--- config.mk ---
export PLATFORM = sky130hd
export DESIGN_NAME = pal_ctrl
export DESIGN_NICKNAME = d
export VERILOG_FILES = /design/src/hw/rtl/assert_macros.svh /design/src/hw/rtl/pal_pkg.sv /design/src/hw/rtl/pal_ctrl.sv
export SDC_FILE = /design/constraint.sdc
export NUM_CORES = 1
export LEC_CHECK = 0
export BUFFER_PORTS_ARGS = -buffer_cell sky130_fd_sc_hd__buf_2
export CAP_MARGIN = 20
export CORE_UTILIZATION = 51
export DETAILED_ROUTE_END_ITERATION = 6
export PLACE_DENSITY = 0.81
export SLEW_MARGIN = 15
export SYNTH_ARGS = -nofsm -noshare
export SYNTH_HDL_FRONTEND = slang
export SYNTH_SLANG_ARGS = --single-unit
--- constraint.sdc ---
create_clock -name clk -period 5.7 [get_ports clk]
set_input_delay 1.14 -clock clk [delete_from_list [all_inputs] [get_ports clk]]
set_output_delay 1.14 -clock clk [all_outputs]
set_load 0.02 [all_outputs]
--- src/hw/rtl/assert_macros.svh ---
// assertion macros for the rtl files, included by the top level
`ifndef ASSERT_MACROS_SVH
`define ASSERT_MACROS_SVH

// same-cycle implication, checked outside reset
`define PAL_ASSERT_NOW(lbl, ante, cons, msg) \
  lbl: assert property (@(posedge clk) disable iff (rst) (ante) |-> (cons)) else $error(msg);

// next-cycle implication, checked outside reset
`define PAL_ASSERT_NEXT(lbl, ante, cons, msg) \
  lbl: assert property (@(posedge clk) disable iff (rst) (ante) |=> (cons)) else $error(msg);

`endif

--- src/hw/rtl/pal_pkg.sv ---
// shared constants, codes and types for the positional array list
package pal_pkg;

  localparam int DEPTH  = 64;
  localparam int VAL_W  = 32;
  localparam int IDX_W  = $clog2(DEPTH);
  localparam int CNT_W  = $clog2(DEPTH + 1);
  localparam int LIM_W  = 7;
  localparam int POS_W  = 7;
  localparam int TYPE_W = 3;
  localparam int STAT_W = 2;
  localparam int CMP_W  = ((CNT_W > LIM_W) ? CNT_W : LIM_W) + 1;

  localparam logic [TYPE_W-1:0] REQ_APPEND = 3'd0;
  localparam logic [TYPE_W-1:0] REQ_INSERT = 3'd1;
  localparam logic [TYPE_W-1:0] REQ_DELETE = 3'd2;
  localparam logic [TYPE_W-1:0] REQ_GET    = 3'd3;
  localparam logic [TYPE_W-1:0] REQ_FIND   = 3'd4;

  localparam logic [STAT_W-1:0] STAT_OK       = 2'd0;
  localparam logic [STAT_W-1:0] STAT_FULL     = 2'd1;
  localparam logic [STAT_W-1:0] STAT_BADPOS   = 2'd2;
  localparam logic [STAT_W-1:0] STAT_NOTFOUND = 2'd3;

  typedef struct packed {
    logic [TYPE_W-1:0] req_type;
    logic [POS_W-1:0]  position;
    logic [31:0]       item_value;
  } pal_req_t;

  typedef struct packed {
    logic [STAT_W-1:0] status;
    logic [31:0]       read_value;
    logic [POS_W-1:0]  found_position;
    logic [POS_W-1:0]  list_length;
  } pal_rsp_t;

  // command broadcast to every cell
  typedef struct packed {
    logic             shift_up;
    logic             shift_down;
    logic             get;
    logic             find;
    logic [IDX_W-1:0] idx;
    logic [VAL_W-1:0] key;
    logic [CNT_W-1:0] count;
  } pal_cmd_t;

  // probe wave handed from cell to cell
  typedef struct packed {
    logic             hit;
    logic [POS_W-1:0] fpos;
    logic [VAL_W-1:0] data;
  } pal_probe_t;

endpackage

--- src/hw/rtl/pal_ctrl.sv ---
// request decode, length and limit registers, probe timing and result register
module pal_ctrl (
  input  logic                       clk,
  input  logic                       rst,
  input  logic                       request_valid,
  output logic                       request_stall,
  input  pal_pkg::pal_req_t          request,
  input  logic                       limit_we,
  input  logic [pal_pkg::LIM_W-1:0]  limit_data,
  output pal_pkg::pal_cmd_t          cmd,
  input  pal_pkg::pal_probe_t        probe_last,
  output logic                       result_valid,
  input  logic                       result_stall,
  output pal_pkg::pal_rsp_t          result
);
  import pal_pkg::*;

  localparam logic [1:0] S_IDLE  = 2'd0;
  localparam logic [1:0] S_PROBE = 2'd1;
  localparam logic [1:0] S_DONE  = 2'd2;

  logic [1:0]        state, state_next;
  logic [CNT_W-1:0]  cnt, cnt_next;
  logic [CNT_W-1:0]  count, count_next;
  logic [LIM_W-1:0]  limit;
  pal_cmd_t          cmd_next;
  logic [STAT_W-1:0] pend_status, pend_status_next;
  logic              result_valid_next;
  pal_rsp_t          result_next;
  logic              accept, load, probe_op;
  logic [CMP_W-1:0]  count_w, pos_w, limit_w, cap_w;
  logic              full, pos_zero;

  assign request_stall = (state != S_IDLE);
  assign accept        = request_valid && !request_stall;

  always_comb begin
    count_w  = CMP_W'(count);
    pos_w    = CMP_W'(request.position);
    limit_w  = CMP_W'(limit);
    cap_w    = (limit_w < CMP_W'(DEPTH)) ? limit_w : CMP_W'(DEPTH);
    full     = (count_w >= cap_w);
    pos_zero = (request.position == '0);
  end

  always_comb begin
    state_next        = state;
    cnt_next          = cnt;
    count_next        = count;
    cmd_next          = cmd;
    cmd_next.shift_up   = 1'b0;
    cmd_next.shift_down = 1'b0;
    pend_status_next  = pend_status;
    probe_op          = 1'b0;
    load              = 1'b0;
    result_next       = result;
    result_valid_next = result_valid && result_stall;

    unique case (state)
      S_IDLE: begin
        if (accept) begin
          cmd_next.get     = 1'b0;
          cmd_next.find    = 1'b0;
          cmd_next.key     = request.item_value[VAL_W-1:0];
          cmd_next.count   = count;
          cmd_next.idx     = IDX_W'(pos_w - CMP_W'(1));
          pend_status_next = STAT_OK;
          unique case (request.req_type)
            REQ_APPEND: begin
              if (full) begin
                pend_status_next = STAT_FULL;
              end else begin
                cmd_next.shift_up = 1'b1;
                cmd_next.idx      = IDX_W'(count);
                count_next        = count + CNT_W'(1);
              end
            end
            REQ_INSERT: begin
              if (pos_zero || (pos_w > count_w + CMP_W'(1))) begin
                pend_status_next = STAT_BADPOS;
              end else if (full) begin
                pend_status_next = STAT_FULL;
              end else begin
                cmd_next.shift_up = 1'b1;
                count_next        = count + CNT_W'(1);
              end
            end
            REQ_DELETE: begin
              if (pos_zero || (pos_w > count_w)) begin
                pend_status_next = STAT_BADPOS;
              end else begin
                cmd_next.shift_down = 1'b1;
                count_next          = count - CNT_W'(1);
              end
            end
            REQ_GET: begin
              if (pos_zero || (pos_w > count_w)) begin
                pend_status_next = STAT_BADPOS;
              end else begin
                cmd_next.get = 1'b1;
                probe_op     = 1'b1;
              end
            end
            REQ_FIND: begin
              cmd_next.find = 1'b1;
              probe_op      = 1'b1;
            end
            default: begin
            end
          endcase
          cnt_next   = '0;
          state_next = probe_op ? S_PROBE : S_DONE;
        end
      end
      S_PROBE: begin
        // the counter holds this state until the wave has passed through every cell to the last one
        cnt_next = cnt + CNT_W'(1);
        if (cnt == CNT_W'(DEPTH)) begin
          state_next = S_DONE;
        end
      end
      S_DONE: begin
        if (!result_valid || !result_stall) begin
          load       = 1'b1;
          state_next = S_IDLE;
        end
      end
      default: begin
        state_next = S_IDLE;
      end
    endcase

    if (load) begin
      result_valid_next          = 1'b1;
      result_next.status         = pend_status;
      result_next.read_value     = '0;
      result_next.found_position = '0;
      result_next.list_length    = POS_W'(count);
      if (cmd.get) begin
        result_next.read_value = 32'(probe_last.data);
      end
      if (cmd.find) begin
        if (probe_last.hit) begin
          result_next.status         = STAT_OK;
          result_next.found_position = probe_last.fpos;
        end else begin
          result_next.status = STAT_NOTFOUND;
        end
      end
    end
  end

  always_ff @(posedge clk) begin
    if (rst) begin
      state        <= S_IDLE;
      cnt          <= '0;
      count        <= '0;
      limit        <= LIM_W'(DEPTH);
      cmd          <= '0;
      result_valid <= 1'b0;
    end else begin
      state        <= state_next;
      cnt          <= cnt_next;
      count        <= count_next;
      cmd          <= cmd_next;
      result_valid <= result_valid_next;
      if (limit_we) begin
        limit <= limit_data;
      end
    end
  end

  always_ff @(posedge clk) begin
    pend_status <= pend_status_next;
    result      <= result_next;
  end

endmodule

After elaboration in Yosys (flattened, before gate mapping)
Index checks and enable logic that the tools add are counted.

Reduce and logical (&&, ||, !) cells: 22. Eq/ne operators: 12. Order comparisons: 4. Add/subtract/negate cells: 5. Mux-type cells: 32. Bitwise gates (word level): 3.

Operator list (number): two-way mux 7 bit (5); case mux 7 bit (3 select lines) (1); two-way mux 2 bit (8); adder 7 x 1 -> 7 bit, second input constant (2); case mux 7 bit (2 select lines) (1); two-way mux 6 bit (2); case mux 2 bit (3 select lines) (2); two-way mux 1 bit (11); inequality test 2 bit, second input constant (5); adder 7 x 1 -> 8 bit, second input constant (1); > comparator 7 x 8 -> 1 bit (1); == test 7 bit, second input constant (1); >= comparator 7 bit (1); > comparator 7 bit (1); zero test 7 bit (1); < comparator 7 bit, second input constant (1); subtractor 7 x 1 -> 7 bit, second input constant (1); == test 3 x 2 -> 1 bit, second input constant (2); AND reduction 2 bit (3); subtractor 6 x 1 -> 6 bit, second input constant (1); AND reduction 5 bit (1); case mux 1 bit (2 select lines) (2); nonzero test 2 bit (2); OR reduction 4 bit (1); other kinds (14) (21).

Output and inout port bits: 99. Bits in registers: 123. Input bits: 94. Word-level logic and storage cells: 95.

Longest topological paths before layout
Depth after elaboration: 9. Mapped depth: 12. Depth with buffers taken out: 11.

Worst setup path after synthesis
OpenSTA, ideal clock, no wires.

Path type: in2reg. From: in result_stall. To: reg result[0] in the netlist's numbering (enable). Data required time: 5.230 ns. Cell stages on the path: 1. Slack: 1.789 ns. Buffers on the path: 0. Arrival time: 3.441 ns. Setup time: 0.470 ns. Path through: a21oi_1.

Word-level cells in the longest chain between the ends: 4.

RTL lines: start, declared (line pal_ctrl.sv:13) `input logic result_stall,`; zero test 1 bit (line pal_ctrl.sv:123) `if (!result_valid || !result_stall) begin`; logical OR 1 bit (line pal_ctrl.sv:123); two-way mux 1 bit (line pal_ctrl.sv:123); two-way mux 1 bit (line pal_ctrl.sv:59) `unique case (state)`; end signal, assigned (line pal_ctrl.sv:175) `result <= result_next;`; end, declared (line pal_ctrl.sv:14) `output pal_pkg::pal_rsp_t result`.

Every way passes these cells. A chain may end at the register's enable or synchronous reset.

Final worst setup path
From: in request[40] in the netlist's numbering. To: reg count[6].

Word-level cells in the longest chain between the ends: 3. Elaborated cells between the ends (all ways): 8. Classes of those cells: eq/ne: 4; mux: 1; reduce/logical: 3.

RTL lines: start, declared (line pal_ctrl.sv:7) `input pal_pkg::pal_req_t request,`; == test 3 x 2 -> 1 bit (tied with other cells) (line pal_ctrl.sv:68) `unique case (request.req_type)`; inequality test 2 bit (no source line) / nonzero test 3 bit (equally long branches); AND reduction 5 bit (no source line); end signal, assigned (line pal_ctrl.sv:164) `count <= count_next;`; end, declared (line pal_ctrl.sv:24) `logic [CNT_W-1:0] count, count_next;`.

Parallel ways exist; a longest one is shown, timed or not.

==> flow_summary.toml <==
[placement]
hpwlAfterDp_um = 10800
placed_area_um2 = 6650
io_buffers = 192
globalplace.congestion = 0.861

[worst_hold_path]
holdPathEnd = "cmd[25]"
min_path_type = "reg2reg"
hp-start = "cmd[25]"
whs_path_depth = 2

[pwr]
p_leak_nw = 3.27
power_mw = 2.37
p_per_area_nw_per_um2 = 328
irDropWorstVdd_uv = 182

[synthesis]
synth_flop_cell = "dfxtp_1"
synth_cell_type_count = 54
ys_ff_latch = 123
synth.cell_area_um2 = 5590
ys_warn_count = 0
synth-edff-count = 50
syn_inst = 567
synthesis.nets = 693
async_flop_share_pct = 0
synth.yosys.seq_area_share_pct = 53.0
syn_area_per_cell_um2 = 9.86

[grt]
antenna_found_initial = 0
grt.overflow.total = 0
grt_usage_pct = 26.5
grt_max_degree = 68
grt_pass1_wl_um = 23300
grt_pass1_vias = 4749

[worst_setup_path]
critical_path_class = "in2reg"
worst-r2r-cell-count = 11
slowest_delay_ns = 0.58
cp-startpoint = "request[40]"
cp_top_family = "simple AND/OR/NAND/NOR gates"
cp_max_fo = 6
r2r_end = "count[1]"
r2r_setup_slack_ns = 2.27
crit_top_cell = "inv_1"
worst-path-buf-inv = 3
crit_slowest_cell = "nor3_1"
start_kind = "primary input"
r2r-start = "count[2]"
setup.worst_path.end_class = "register"
worstPathCellList = "buf_2 > inv_1 > nor3_1 > inv_1 > fa_1 > nor2b_1 > o31a_1 > o22ai_1 > xnor2_1 > a2111oi_2 > mux2_1"
required_ns = 6.09
critPathArrivalTime_ns = 4.07

[timing]
setup_viol = 0
timing.setup.tns_ns = 0
period_share_pct = 64.6
report.final.slew_viol_count = 0
fin_crit_ns = 3.68
max_freq_mhz = 272
tightest_slew_ns = 0.926
skew_ns = 0.0126
hold_viol_final = 0
grt_setup_unrepaired = "false"
slew_headroom_pct = 38.3

[layout]
antenna_cells = 0
stdcell_area_um2 = 7240
fin_nets = 881
drive_gt1_share_pct = 30.9
final_util_pct = 69.2
syn2layout_area_growth_pct = 29.6

[clock_network]
cts_resized = 0
cts_tree = "built"
cts_hold_buf = 0
cts_max_level = 4
worstSkewPairLatency_ns = 0.51
numCtsBuffers = 17
cts_setup_buffers = 0
clockBufferDepth = 2
cts.clk_slew.worst_paths_ns = 0.06
clock-sinks = 123
root_buffer = "clkbuf_8"

[detailed_routing]
detail_route.wl_per_cell_um = 16.5
drt_wl_total_um = 14900
met2_length_um = 7440
drt-initial-drc-count = 358
first_pass_iters = 4
ant_nets = 0
wl_met3_um = 1070
wl_met1_um = 6050
vias = 4904
drc = 0
vias_per_cell = 5.42
routed.top_layer = "met4"

[run]
maxCapViolCount = 0

[run_status]
status = "complete, no violations"

[die]
initial_core_util_pct = 53.4
dieWidth_um = 107
pin_count = 193
rows = 37
die-area_um2 = 11400
placeableCoreArea_um2 = 10500
die_y_um = 107
stage by stage:
stage / hold slack, ns / cells / setup WS [ns]
final: 0.450 / 904 / 2.02
after global routing: 0.465 / 904 / 1.91
after CTS: 0.451 / 904 / 2.09
after detailed placement: 0.443 / 872 / 1.60
after global placement: 0.439 / 872 / 1.82
after floorplan: 0.452 / 567 / 1.79
power by group:
group | total (mW) | switching (mW) | internal (mW)
Sequential | 1.00 | 0.0284 | 0.972
Combinational | 0.300 | 0.195 | 0.104
Clock | 1.07 | 0.372 | 0.703
Total | 2.37 | 0.596 | 1.78
worst max-delay path by stage:
stage / to / slack, ns / cells after the start
6_report: count[6] / 2.02 / 11
5_1_grt: count[6] / 1.91 / 11
4_1_cts: count[6] / 2.09 / 11
3_5_place_dp: count[6] / 1.60 / 11
3_3_place_gp: count[6] / 1.82 / 11
2_1_floorplan: result[0] / 1.79 / 1
registers in the layout, indices dropped and copies added, names as in the netlist:
signal and flops:
result 48, cnt 7, count 7, state 2
result_valid 1, cmd 49, pend_status 2, limit 7
synthesized netlist by cell type (all sizes together) (3+ instances only):
| cell | instances | area (um2) |
|---|---|---|
| inv | 20 | 75.1 |
| o22ai | 3 | 18.8 |
| nand2b | 3 | 18.8 |
| and2 | 33 | 206 |
| buf | 3 | 27.5 |
| nand4 | 5 | 31.3 |
| mux2i | 13 | 130 |
| a22oi | 4 | 30.0 |
| nor4 | 3 | 18.8 |
| dfxtp | 73 | 1460 |
| nor2 | 37 | 139 |
| or2 | 3 | 18.8 |
| or3 | 3 | 18.8 |
| nor2b | 6 | 37.5 |
| o21a | 3 | 22.5 |
| edfxtp | 50 | 1500 |
| mux2 | 7 | 86.3 |
| xnor2 | 9 | 78.8 |
| clkbuf | 25 | 93.8 |
| nor3 | 9 | 45.0 |
| nand2 | 99 | 372 |
| ha | 31 | 388 |
| nand3 | 16 | 80.1 |
| o211ai | 3 | 22.5 |
| a211oi | 5 | 42.5 |
| and3 | 10 | 62.6 |
| a21o | 5 | 37.5 |
| o21ai | 13 | 65.1 |
| a21oi | 52 | 260 |
tightest hold or removal path, delay by kind of cell, from the launching register on:
family / cells / cell delay (ns)
flip-flops: 1 / 0.30
AND/OR/NAND/NOR: 1 / 0.05
AO/OA/AOI/OAI: 1 / 0.05
layout make-up:
| class | instances | area [um2] |
|---|---|---|
| timing repair buffer | 197 | 998 |
| inverter | 21 | 78.8 |
| sequential | 123 | 2960 |
| clock inverter | 14 | 176 |
| multi-input combinational | 395 | 2440 |
| fill | 820 | 3220 |
| tap | 136 | 170 |
| clock buffer | 18 | 418 |
cells by family (layout without fill, tap and decap cells):
family | after synthesis | count (layout) | synth area share (%)
muxes | 20 | 20 | 3.87
xor gates and xnor gates | 11 | 11 | 1.72
AOI/OAI and AO/OA | 101 | 101 | 11.1
DFF | 123 | 123 | 53.0
and+or+nand+nor | 231 | 231 | 19.4
buffers and inverters | 49 | 250 | 3.58
adders and majority gates | 32 | 32 | 7.30
placed cells by master, fill, tap and decap left out, drive strengths merged, types with 13 or more instances in the layout:
cell and count:
buf 197, and2 33, nand2 99, ha 31
nor2 37, a21oi 52, o21ai 13, mux2i 13
clkbuf 18, nand3 16, inv 21, dfxtp 73
edfxtp 50
metal layers:
layer,global-route usage (%),vias to the layer above
li1,-,2350
met1,31.2,2312
met2,45.9,216
met3,6.57,26
met4,11.0,0
met5,0,-
Power figures use the tool's default switching activity.
