[src/hw/rtl/assert_macros.svh]
// assertion macros for the rtl files, included by the top level
`ifndef ASSERT_MACROS_SVH
`define ASSERT_MACROS_SVH

// same-cycle implication, checked outside reset
`define PAL_ASSERT_NOW(lbl, ante, cons, msg) \
  lbl: assert property (@(posedge clk) disable iff (rst) (ante) |-> (cons)) else $error(msg);

// next-cycle implication, checked outside reset
`define PAL_ASSERT_NEXT(lbl, ante, cons, msg) \
  lbl: assert property (@(posedge clk) disable iff (rst) (ante) |=> (cons)) else $error(msg);

`endif

[src/hw/rtl/pal_pkg.sv]
// shared constants, codes and types for the positional array list
package pal_pkg;

  localparam int DEPTH  = 64;
  localparam int VAL_W  = 32;
  localparam int IDX_W  = $clog2(DEPTH);
  localparam int CNT_W  = $clog2(DEPTH + 1);
  localparam int LIM_W  = 7;
  localparam int POS_W  = 7;
  localparam int TYPE_W = 3;
  localparam int STAT_W = 2;
  localparam int CMP_W  = ((CNT_W > LIM_W) ? CNT_W : LIM_W) + 1;

  localparam logic [TYPE_W-1:0] REQ_APPEND = 3'd0;
  localparam logic [TYPE_W-1:0] REQ_INSERT = 3'd1;
  localparam logic [TYPE_W-1:0] REQ_DELETE = 3'd2;
  localparam logic [TYPE_W-1:0] REQ_GET    = 3'd3;
  localparam logic [TYPE_W-1:0] REQ_FIND   = 3'd4;

  localparam logic [STAT_W-1:0] STAT_OK       = 2'd0;
  localparam logic [STAT_W-1:0] STAT_FULL     = 2'd1;
  localparam logic [STAT_W-1:0] STAT_BADPOS   = 2'd2;
  localparam logic [STAT_W-1:0] STAT_NOTFOUND = 2'd3;

  typedef struct packed {
    logic [TYPE_W-1:0] req_type;
    logic [POS_W-1:0]  position;
    logic [31:0]       item_value;
  } pal_req_t;

  typedef struct packed {
    logic [STAT_W-1:0] status;
    logic [31:0]       read_value;
    logic [POS_W-1:0]  found_position;
    logic [POS_W-1:0]  list_length;
  } pal_rsp_t;

  // command broadcast to every cell
  typedef struct packed {
    logic             shift_up;
    logic             shift_down;
    logic             get;
    logic             find;
    logic [IDX_W-1:0] idx;
    logic [VAL_W-1:0] key;
    logic [CNT_W-1:0] count;
  } pal_cmd_t;

  // probe wave handed from cell to cell
  typedef struct packed {
    logic             hit;
    logic [POS_W-1:0] fpos;
    logic [VAL_W-1:0] data;
  } pal_probe_t;

endpackage

[src/hw/rtl/pal_cell.sv]
// one list slot: holds an entry, shifts with its neighbors, forwards the probe wave
module pal_cell (
  input  logic                       clk,
  input  pal_pkg::pal_cmd_t          cmd,
  input  logic [pal_pkg::IDX_W-1:0]  slot,
  input  logic [pal_pkg::VAL_W-1:0]  below,
  input  logic [pal_pkg::VAL_W-1:0]  above,
  output logic [pal_pkg::VAL_W-1:0]  entry,
  input  pal_pkg::pal_probe_t        probe_in,
  output pal_pkg::pal_probe_t        probe_out
);
  import pal_pkg::*;

  logic       match;
  pal_probe_t probe_next;

  always_ff @(posedge clk) begin
    if (cmd.shift_up) begin
      if (slot == cmd.idx) begin
        entry <= cmd.key;
      end else if (slot > cmd.idx) begin
        entry <= below;
      end
    end else if (cmd.shift_down && (slot >= cmd.idx)) begin
      entry <= above;
    end
  end

  always_comb begin
    match = (cmd.find && (entry == cmd.key) && (CNT_W'(slot) < cmd.count)) ||
            (cmd.get && (slot == cmd.idx));
    probe_next = probe_in;
    // an earlier hit wins, so the first match survives to the end of the row
    if (!probe_in.hit && match) begin
      probe_next.hit  = 1'b1;
      probe_next.fpos = POS_W'({1'b0, slot} + (IDX_W + 1)'(1));
      probe_next.data = entry;
    end
  end

  always_ff @(posedge clk) begin
    probe_out <= probe_next;
  end

endmodule

[config.mk]
export PLATFORM = sky130hd
export DESIGN_NAME = pal_cell
export DESIGN_NICKNAME = d
export VERILOG_FILES = /design/src/hw/rtl/assert_macros.svh /design/src/hw/rtl/pal_pkg.sv /design/src/hw/rtl/pal_cell.sv
export SDC_FILE = /design/constraint.sdc
export NUM_CORES = 1
export LEC_CHECK = 0
export BUFFER_PORTS_ARGS = -buffer_cell sky130_fd_sc_hd__clkbuf_2
export CORE_MARGIN = 2
export CORE_UTILIZATION = 39
export DETAILED_ROUTE_END_ITERATION = 8
export PLACE_DENSITY = 0.78
export SLEW_MARGIN = 30
export SYNTH_ARGS = -nofsm -noshare
export SYNTH_HDL_FRONTEND = slang
export SYNTH_SLANG_ARGS = --single-unit
[constraint.sdc]
create_clock -name clk -period 3 [get_ports clk]
set_clock_uncertainty 0.2 [all_clocks]
set_input_delay 0.15 -clock clk [delete_from_list [all_inputs] [get_ports clk]]
set_output_delay 0.15 -clock clk [all_outputs]
set_load 0.01 [all_outputs]
-- Word level (Yosys, flattened, before mapping)
Cells that the tools add are included.
- flip-flop bits (word level): 72
- latch bits: 0
- bits in writable memories: 0
- memory bits (read-only): 0
- input bits: 160
- output and inout port bits: 72
- word-level logic and storage cells: 25
- memories kept: 0
- $add $sub $neg: 1
- multiply operators: 0
- div/mod/pow operators: 0
- $lt $le $gt $ge: 3
- equality and inequality tests: 3
- shift operators: 0
- multiplexer cells: 5
- bitwise gates (word level): 0
- reduce and logical (&&, ||, !) cells: 9
- operator list (operator ; number):
    two-way mux 32 bit ; 4
    two-way mux 39 bit ; 1
    == test 32 bit ; 1
    adder 6 x 1 -> 7 bit, second input constant ; 1
    < comparator 6 x 7 -> 1 bit ; 1
    == test 6 bit ; 1
    >= comparator 6 bit ; 1
    > comparator 6 bit ; 1
    logical AND 1 bit ; 5
    inequality test 3 x 1 -> 1 bit, second input constant ; 1
    AND reduction 2 bit ; 1
    nonzero test 2 bit ; 1
    zero test 1 bit ; 1
    logical OR 1 bit ; 1

-- Longest topological paths before layout
Gate-level depths: netlist of run 1.
- depth after elaboration: 6
- gate-level depth with buffers: 10
- depth with buffers taken out: 8

-- Worst setup path after synthesis of run 1
Ideal clock, no wire load.
- kind: input port to flip-flop
- start: in slot[0] (netlist bit)
- end: reg entry[0] (netlist bit), enable pin
- library setup time: 0.432 ns
- data arrival time: 2.450 ns
- required time: 2.368 ns
- slack: -0.082 ns
- cell stages on the path: 8
- buffers on the path: 0
- path through: inv_1 -> ha_1 -> nand2b_1 -> a21o_1 -> a21oi_1 -> nor2b_1 -> o21ai_0 -> a21oi_1
- cells in the longest elaborated chain, start to end: 4
- elaborated cells on any way between the ends: 7
- those cells by class: 2 x order compare; 2 x eq/ne; 3 x reduce/logical
- RTL lines (item ; RTL line ; RTL):
    start: declaration ; pal_cell.sv:5 ; input logic [pal_pkg::IDX_W-1:0] slot,
    >= comparator 6 bit ; pal_cell.sv:24 ; end else if (cmd.shift_down && (slot >= cmd.idx)) begin
    logical AND 1 bit ; pal_cell.sv:24 ;
    nonzero test 2 bit (no line) ; - ;
    AND reduction 2 bit (no line) (*) ; - ;
    end signal: assignment ; pal_cell.sv:20 ; entry <= cmd.key;
    end signal: assignment ; pal_cell.sv:22 ; entry <= below;
    end signal: assignment ; pal_cell.sv:25 ; entry <= above;
    end: declaration ; pal_cell.sv:8 ; output logic [pal_pkg::VAL_W-1:0] entry,
Mark *: on every way between the ends. The rest lies on a longest branch, timed or not.
A chain may end at the register's enable or synchronous reset.

-- Worst setup path after layout of run 1
- start: in slot[0] (netlist bit)
- end: reg entry[19] (netlist bit) (data pin)
- cells in the longest elaborated chain, start to end: 3
- RTL lines (item ; RTL line ; RTL):
    == test 6 bit ; pal_cell.sv:19 ; if (slot == cmd.idx) begin
    two-way mux 32 bit ; pal_cell.sv:19 ;
    two-way mux 32 bit ; pal_cell.sv:18 ; if (cmd.shift_up) begin
Every way passes these cells.

==> flow_summary.yaml, run 1 <==
placement:
  port_buffers: 231
  routabilityCongestion: 0.838
  place_ws_ps: 411
  place_hpwl_um: 8730
  dp_cells: 655
floorplanning:
  dieArea_sq_mm: 0.0101
  pin_count: 232
  row_count: 35
  core_sq_mm: 0.00911
  start_util_pct: 39.8
  chipWidth_um: 100
  dieHeight_um: 100
clock_tree:
  insertion_delay_ps: 340
  clockBufferDepth: 2
  cts_tree: "done"
  cts_made_buffers: 9
  cts_max_level: 3
  clock_sinks: 72
  root_buffer: "clkbuf_8"
  path_clk_slew_ps: 70
  cts_setup_buffers: 0
layout:
  layout.nets: 825
  areaGrowthSynthToFinish_pct: 70.5
  drive_above_1_share_pct: 43.2
  multi_input_area_sq_mm: 0.00176
  nFillCells: 701
  diodes: 0
  fin_cells: 769
  ff_latch_area_sq_mm: 0.00176
worst_hold_path:
  hp-class: "input port to flip-flop"
  hold_end: "probe_out[36]"
  hold_path_depth: 3
  worstHoldStart: "slot[4]"
critical_path:
  r2r-start: "entry[9]"
  cp-end-kind: "flip-flop"
  cp_common_cell: "dlygate4sd3_1"
  cp-start-kind: "input port"
  critical_path_class: "input port to flip-flop"
  crit_arrival_ps: 2720
  crit_chain: "dlygate4sd3_1, clkbuf_2, inv_1, ha_1, nand4_1, nor2_4, buf_6, mux2i_1, a21oi_1, dlygate4sd3_1"
  r2r_slack_ps: 440
  rr_endpoint: "probe_out[24]"
  critical_path.slowest_cell: "dlygate4sd3_1"
  crit_fanout: 19
  required_ps: 2880
  cpPeakStageDelay_ps: 580
  r2r_cells: 7
detailed_routing:
  vias: 3685
  wl_met2_um: 6940
  dr.max_layer_used: "met4"
  dr_wl_met3_um: 704
  ant_nets: 0
  drc: 0
  routed_wl_um: 12400
  viasPerCell: 4.79
  drt_pass1_iterations: 4
  drt-initial-drc-count: 99
  wl_per_cell_um: 16.2
  drt-met1-wl_um: 4680
synth:
  ys_seq_area_share_pct: 48.6
  ys_ff_latch: 72
  ys_types: 32
  syn_area_sq_mm: 0.00362
  avgSynthCellArea_sq_um: 11.3
  synth_nets: 493
  yosysWarnings: 0
  synth_cells: 321
sta:
  fin_crit_ps: 2830
  rsz0062_at_grt: "false"
  max_freq_ghz: 0.353
  fin_crit_sh_pct: 94.4
  finalMaxSlewViolations: 0
  fin_ws_ps: 167
  setup_viol: 0
  worst_pin_slew_ps: 648
  slew_headroom_pct: 56.7
  hold_viol_final: 0
  tns_ps: 0
power_and_ir_drop:
  p_total_uw: 2740
  p_per_area_mw_per_mm2: 444
  p_leak_uw: 0.00277
  ir_worst_vdd_v: 0.000262
global_route:
  grt_first_pass_wirelength_um: 18600
  antenna_found_initial: 0
  grt_pass1_vias: 3908
  grt_overflow: 0
  grt_max_degree: 65
  grtUsageTotal_pct: 23.9
outcome:
  status: "finished, final reports clean"
flow_run:
  maxCapViolations: 0
-- critical path, delay by kind of cell --
family | cells | cell delay (ps)
AOI/OAI and AO/OA | 1 | 90
adders and majority gates | 1 | 290
buffers and inverters | 5 | 1600
muxes | 1 | 270
and+or+nand+nor | 2 | 320
-- cells in the mapped netlist --
| cell | n | area, sq um |
|---|---|---|
| dfxtp_1 | 40 | 801 |
| a21oi_1 | 36 | 180 |
| nor2_1 | 34 | 128 |
| xnor2_1 | 34 | 298 |
| edfxtp_1 | 32 | 961 |
| mux2i_1 | 32 | 320 |
| mux2_2 | 29 | 327 |
| inv_1 | 13 | 48.8 |
| ha_1 | 12 | 150 |
| mux2_1 | 10 | 113 |
| nand4_1 | 8 | 50.1 |
| clkbuf_1 | 6 | 22.5 |
| nand3_1 | 5 | 25.0 |
| buf_2 | 3 | 15.0 |
| nand2_1 | 3 | 11.3 |
| o21ai_0 | 3 | 15.0 |
| and3_1 | 2 | 12.5 |
| buf_4 | 2 | 15.0 |
| buf_6 | 2 | 22.5 |
| nor2b_1 | 2 | 12.5 |
| nor4_1 | 2 | 12.5 |
| a2111oi_0 | 1 | 8.76 |
| a21o_1 | 1 | 7.51 |
| a21oi_2 | 1 | 8.76 |
| a22o_1 | 1 | 8.76 |
| and4_1 | 1 | 8.76 |
| buf_1 | 1 | 3.75 |
| nand2b_1 | 1 | 6.26 |
| nand3b_1 | 1 | 7.51 |
| nor3b_1 | 1 | 7.51 |
| o22ai_1 | 1 | 6.26 |
| xor2_1 | 1 | 8.76 |
-- power by group --
group / total, uW / internal, uW / switching, uW
Clock: 884 / 509 / 375
Combinational: 649 / 358 / 291
Sequential: 1210 / 1130 / 73.4
Total: 2740 / 2000 / 740
-- per-layer routing --
layer  up-vias  track usage (%)
li1       1816                -
met1      1708             25.6
met2       151             47.1
met3        10             5.71
met4         0             5.16
met5         -                0
-- state kept, by name (all words and copies together) (netlist names) --
signal     flops
probe_out     40
entry         32
-- how the worst max path moves through the flow --
stage                         from  slack [ps]             to  cells past startpoint
after floorplan            slot[0]         540       entry[0]                      8
after global placement    entry[6]         400  probe_out[21]                      7
after detailed placement  entry[9]         410  probe_out[21]                      7
after CTS                  slot[0]         180      entry[17]                     10
after global routing       slot[0]          50      entry[17]                     10
final                      slot[0]         170      entry[19]                     10
-- cell usage in the layout (no fill, tap or decap), drive strengths merged --
| cell | synthesis | routed |
|---|---|---|
| clkbuf | 6 | 244 |
| dlygate4sd3 | 0 | 98 |
| dfxtp | 40 | 40 |
| mux2 | 39 | 39 |
| a21oi | 37 | 37 |
| xnor2 | 34 | 34 |
| nor2 | 34 | 34 |
| mux2i | 32 | 32 |
| edfxtp | 32 | 32 |
| inv | 13 | 13 |
| ha | 12 | 12 |
| nand4 | 8 | 8 |
| buf | 8 | 6 |
| nand3 | 5 | 5 |
| nand2 | 3 | 3 |
| o21ai | 3 | 3 |
| and3 | 2 | 2 |
| nor4 | 2 | 2 |
| nor2b | 2 | 2 |
| clkinvlp | 0 | 2 |
| nor3b | 1 | 1 |
| a22o | 1 | 1 |
| and4 | 1 | 1 |
| a2111oi | 1 | 1 |
| xor2 | 1 | 1 |
| nand2b | 1 | 1 |
| a21o | 1 | 1 |
| o22ai | 1 | 1 |
| nand3b | 1 | 1 |
| bufinv | 0 | 1 |
-- stage by stage --
step,hold slack (ps),utilization [%],cell area [sq um]
6_report,22.2,67.8,6180
5_1_grt,15.5,67.8,6180
4_1_cts,2.22,67.8,6170
3_3_place_gp,153,54.1,4930
3_5_place_dp,160,54.4,4950
2_1_floorplan,55.9,-,3630
-- kinds of logic (layout without fill, tap and decap cells) --
group	count (synthesis)	in the layout	synth area share, %
XOR/XNOR	35	35	8.46
AND/OR/NAND/NOR	60	60	7.77
AO/OA/AOI/OAI	44	44	6.49
flip-flops	72	72	48.6
adder cells (fa/ha/maj)	12	12	4.14
buffers and inverters	27	364	3.52
multiplexers	71	71	21.0
-- cell type report --
cell class                 count  area share, %
clock buffer                  13           3.10
clock inverter                 3          0.729
inverter                      13          0.790
multi-input combinational    222           28.5
sequential                    72           28.5
tap                          111           2.25
timing repair buffer         335           36.1
-- what timing repair did --
| item | 4_1_cts | 5_1_grt |
|---|---|---|
| hold endpoints to repair | 72 | 0 |
| hold buffers | 98 | 0 |
| resized for setup | 0 | 1 |
| setup endpoints to repair | 0 | 3 |
(Power assumes the default switching activity.)
==> run 2: changes to the inputs <==
--- a/config.mk
+++ b/config.mk
@@ -6,9 +6,11 @@
 export NUM_CORES = 1
 export LEC_CHECK = 0
 export BUFFER_PORTS_ARGS = -buffer_cell sky130_fd_sc_hd__clkbuf_2
+export CAP_MARGIN = 30
 export CORE_MARGIN = 2
 export CORE_UTILIZATION = 39
 export DETAILED_ROUTE_END_ITERATION = 8
+export MAX_ROUTING_LAYER = met4
 export PLACE_DENSITY = 0.78
 export SLEW_MARGIN = 30
 export SYNTH_ARGS = -nofsm -noshare
==> run 2 against run 1 <==
Register-to-register slack about the same. Clock power about the same. Clock-buffer cell count unchanged. Global-route usage increased by 0.74 points. Via count increased by 0.41%. Cell area unchanged. Routed wire length increased by 0.25%. Largest power group unchanged.
==> flow_summary.yaml, run 2 (synthesized netlist as in run 1, its figures left out) <==
sta:
  fin_crit_ps: 2840
  rsz0062_at_grt: "false"
  worst_pin_slew_ps: 649
  max_freq_ghz: 0.353
  setup_viol: 0
  slew_headroom_pct: 56.6
  hold_viol_final: 0
  fin_crit_sh_pct: 94.5
  whs_ps: 22.8
  fin_ws_ps: 164
  finalMaxSlewViolations: 0
  tns_ps: 0
detailed_routing:
  vias: 3700
  routed_wl_um: 12500
  drt_pass1_iterations: 5
  wl_per_cell_um: 16.2
  drc: 0
  viasPerCell: 4.81
  ant_nets: 0
  drt-initial-drc-count: 96
global_route:
  grt_first_pass_wirelength_um: 18600
  grt_overflow: 0
  antenna_found_initial: 0
  grt_max_degree: 65
  grt_pass1_vias: 3912
  grtUsageTotal_pct: 24.7
clock_tree:
  root_buffer: "clkbuf_8"
  cts_max_level: 3
  cts_tree: "done"
  cts_setup_buffers: 0
  cts_made_buffers: 9
  clockBufferDepth: 2
  insertion_delay_ps: 340
  path_clk_slew_ps: 80
  clock_sinks: 72
floorplanning:
  chipWidth_um: 100
  dieArea_sq_mm: 0.0101
  start_util_pct: 39.8
  dieHeight_um: 100
  row_count: 35
  pin_count: 232
  core_sq_mm: 0.00911
placement:
  place_ws_ps: 411
  routabilityCongestion: 0.851
  port_buffers: 231
  place_hpwl_um: 8730
power_and_ir_drop:
  internal_power_uw: 2000
  power_frac_seq_pct: 44.1
  power_switching_uw: 738
  ir_worst_vdd_v: 0.000262
  pwr-share-clk_pct: 32.2
  sw_frac_of_total_pct: 26.9
  p_leak_uw: 0.00277
  p_per_area_mw_per_mm2: 444
  power_frac_comb_pct: 23.7
worst_hold_path:
  hp-class: "input port to flip-flop"
critical_path:
  cp-end-kind: "flip-flop"
  crit_fanout: 19
  required_ps: 2890
  critical_path_class: "input port to flip-flop"
  cp-start-kind: "input port"
  crit_arrival_ps: 2730
layout:
  largest_register_ff_count: 40
  diodes: 0
  areaGrowthSynthToFinish_pct: 70.5
  final_cell_mix: "231 x clkbuf_2, 98 x dlygate4sd3_1, 40 x dfxtp_1, 35 x a21oi_1, 34 x xnor2_1"
  largestRegisters: "probe_out (40), entry (32)"
  final_common_cell: "clkbuf_2"
  drive_above_1_share_pct: 43.2
  layout.nets: 825
  max_flop_register: "probe_out"
outcome:
  status: "finished, final reports clean"
flow_run:
  maxCapViolations: 0
==> run 2: cell counts in the layout (fill, tap and decap cells not counted) <==
No cell type changed its count.
==> run 2: metrics by stage <==
step | utilization, % | instances | power [uW] | area (sq um)
final | 67.8 | 769 | 2740 | 6180
after global routing | 67.8 | 769 | 2870 | 6180
after CTS | 67.8 | 769 | 2760 | 6170
after detailed placement | 54.4 | 655 | 1760 | 4950
after global placement | 54.1 | 654 | 1730 | 4930
after floorplan | - | 321 | 1460 | 3630
==> run 2: final timing paths <==
kind	slack [ps]	end	from	cells past startpoint
worst min register to register	340	probe_out[30]	entry[30]	1
worst max-delay path	160	entry[17]	slot[0]	10
worst max register to register	440	probe_out[24]	entry[9]	7
worst min-delay path	20	probe_out[36]	slot[4]	3
==> run 2: final cells by class <==
type                       count  area (sq um)
clock buffer                  13           191
clock inverter                 3          45.0
fill                         701          2930
inverter                      13          48.8
multi-input combinational    222          1760
sequential                    72          1760
tap                          111           139
timing repair buffer         335          2230
==> run 2: worst max-delay path, stage by stage <==
cell and delay, ps:
dlygate4sd3_1 530, clkbuf_2 150, inv_1 60, ha_1 290, nand4_1 160, nor2_4 160
buf_6 280, mux2i_1 260, a21oi_1 100, dlygate4sd3_1 580
==> run 2: repair_timing <==
| item | 4_1_cts | 5_1_grt |
|---|---|---|
| gates resized for setup | 0 | 1 |
| endpoints found under the setup margin | 0 | 3 |
| hold buffers | 98 | 0 |
| hold endpoints to repair | 72 | 0 |
==> run 2: power groups by stage <==
stage / Combinational (uW) / Clock, uW / Sequential, uW
after floorplan: 202 / 0 / 1260
after global placement: 507 / 0 / 1220
after detailed placement: 530 / 0 / 1230
after CTS: 644 / 906 / 1210
after global routing: 704 / 946 / 1220
final: 649 / 882 / 1210
==> run 2: metal layers <==
layer  share of wire [%]  vias up  GRT usage (%)
li1                    -     1816              -
met1                  38     1709           26.2
met2                  56      165           47.0
met3                 5.5       10           5.01
met4                0.93        0           5.27
met5                   0        -              -
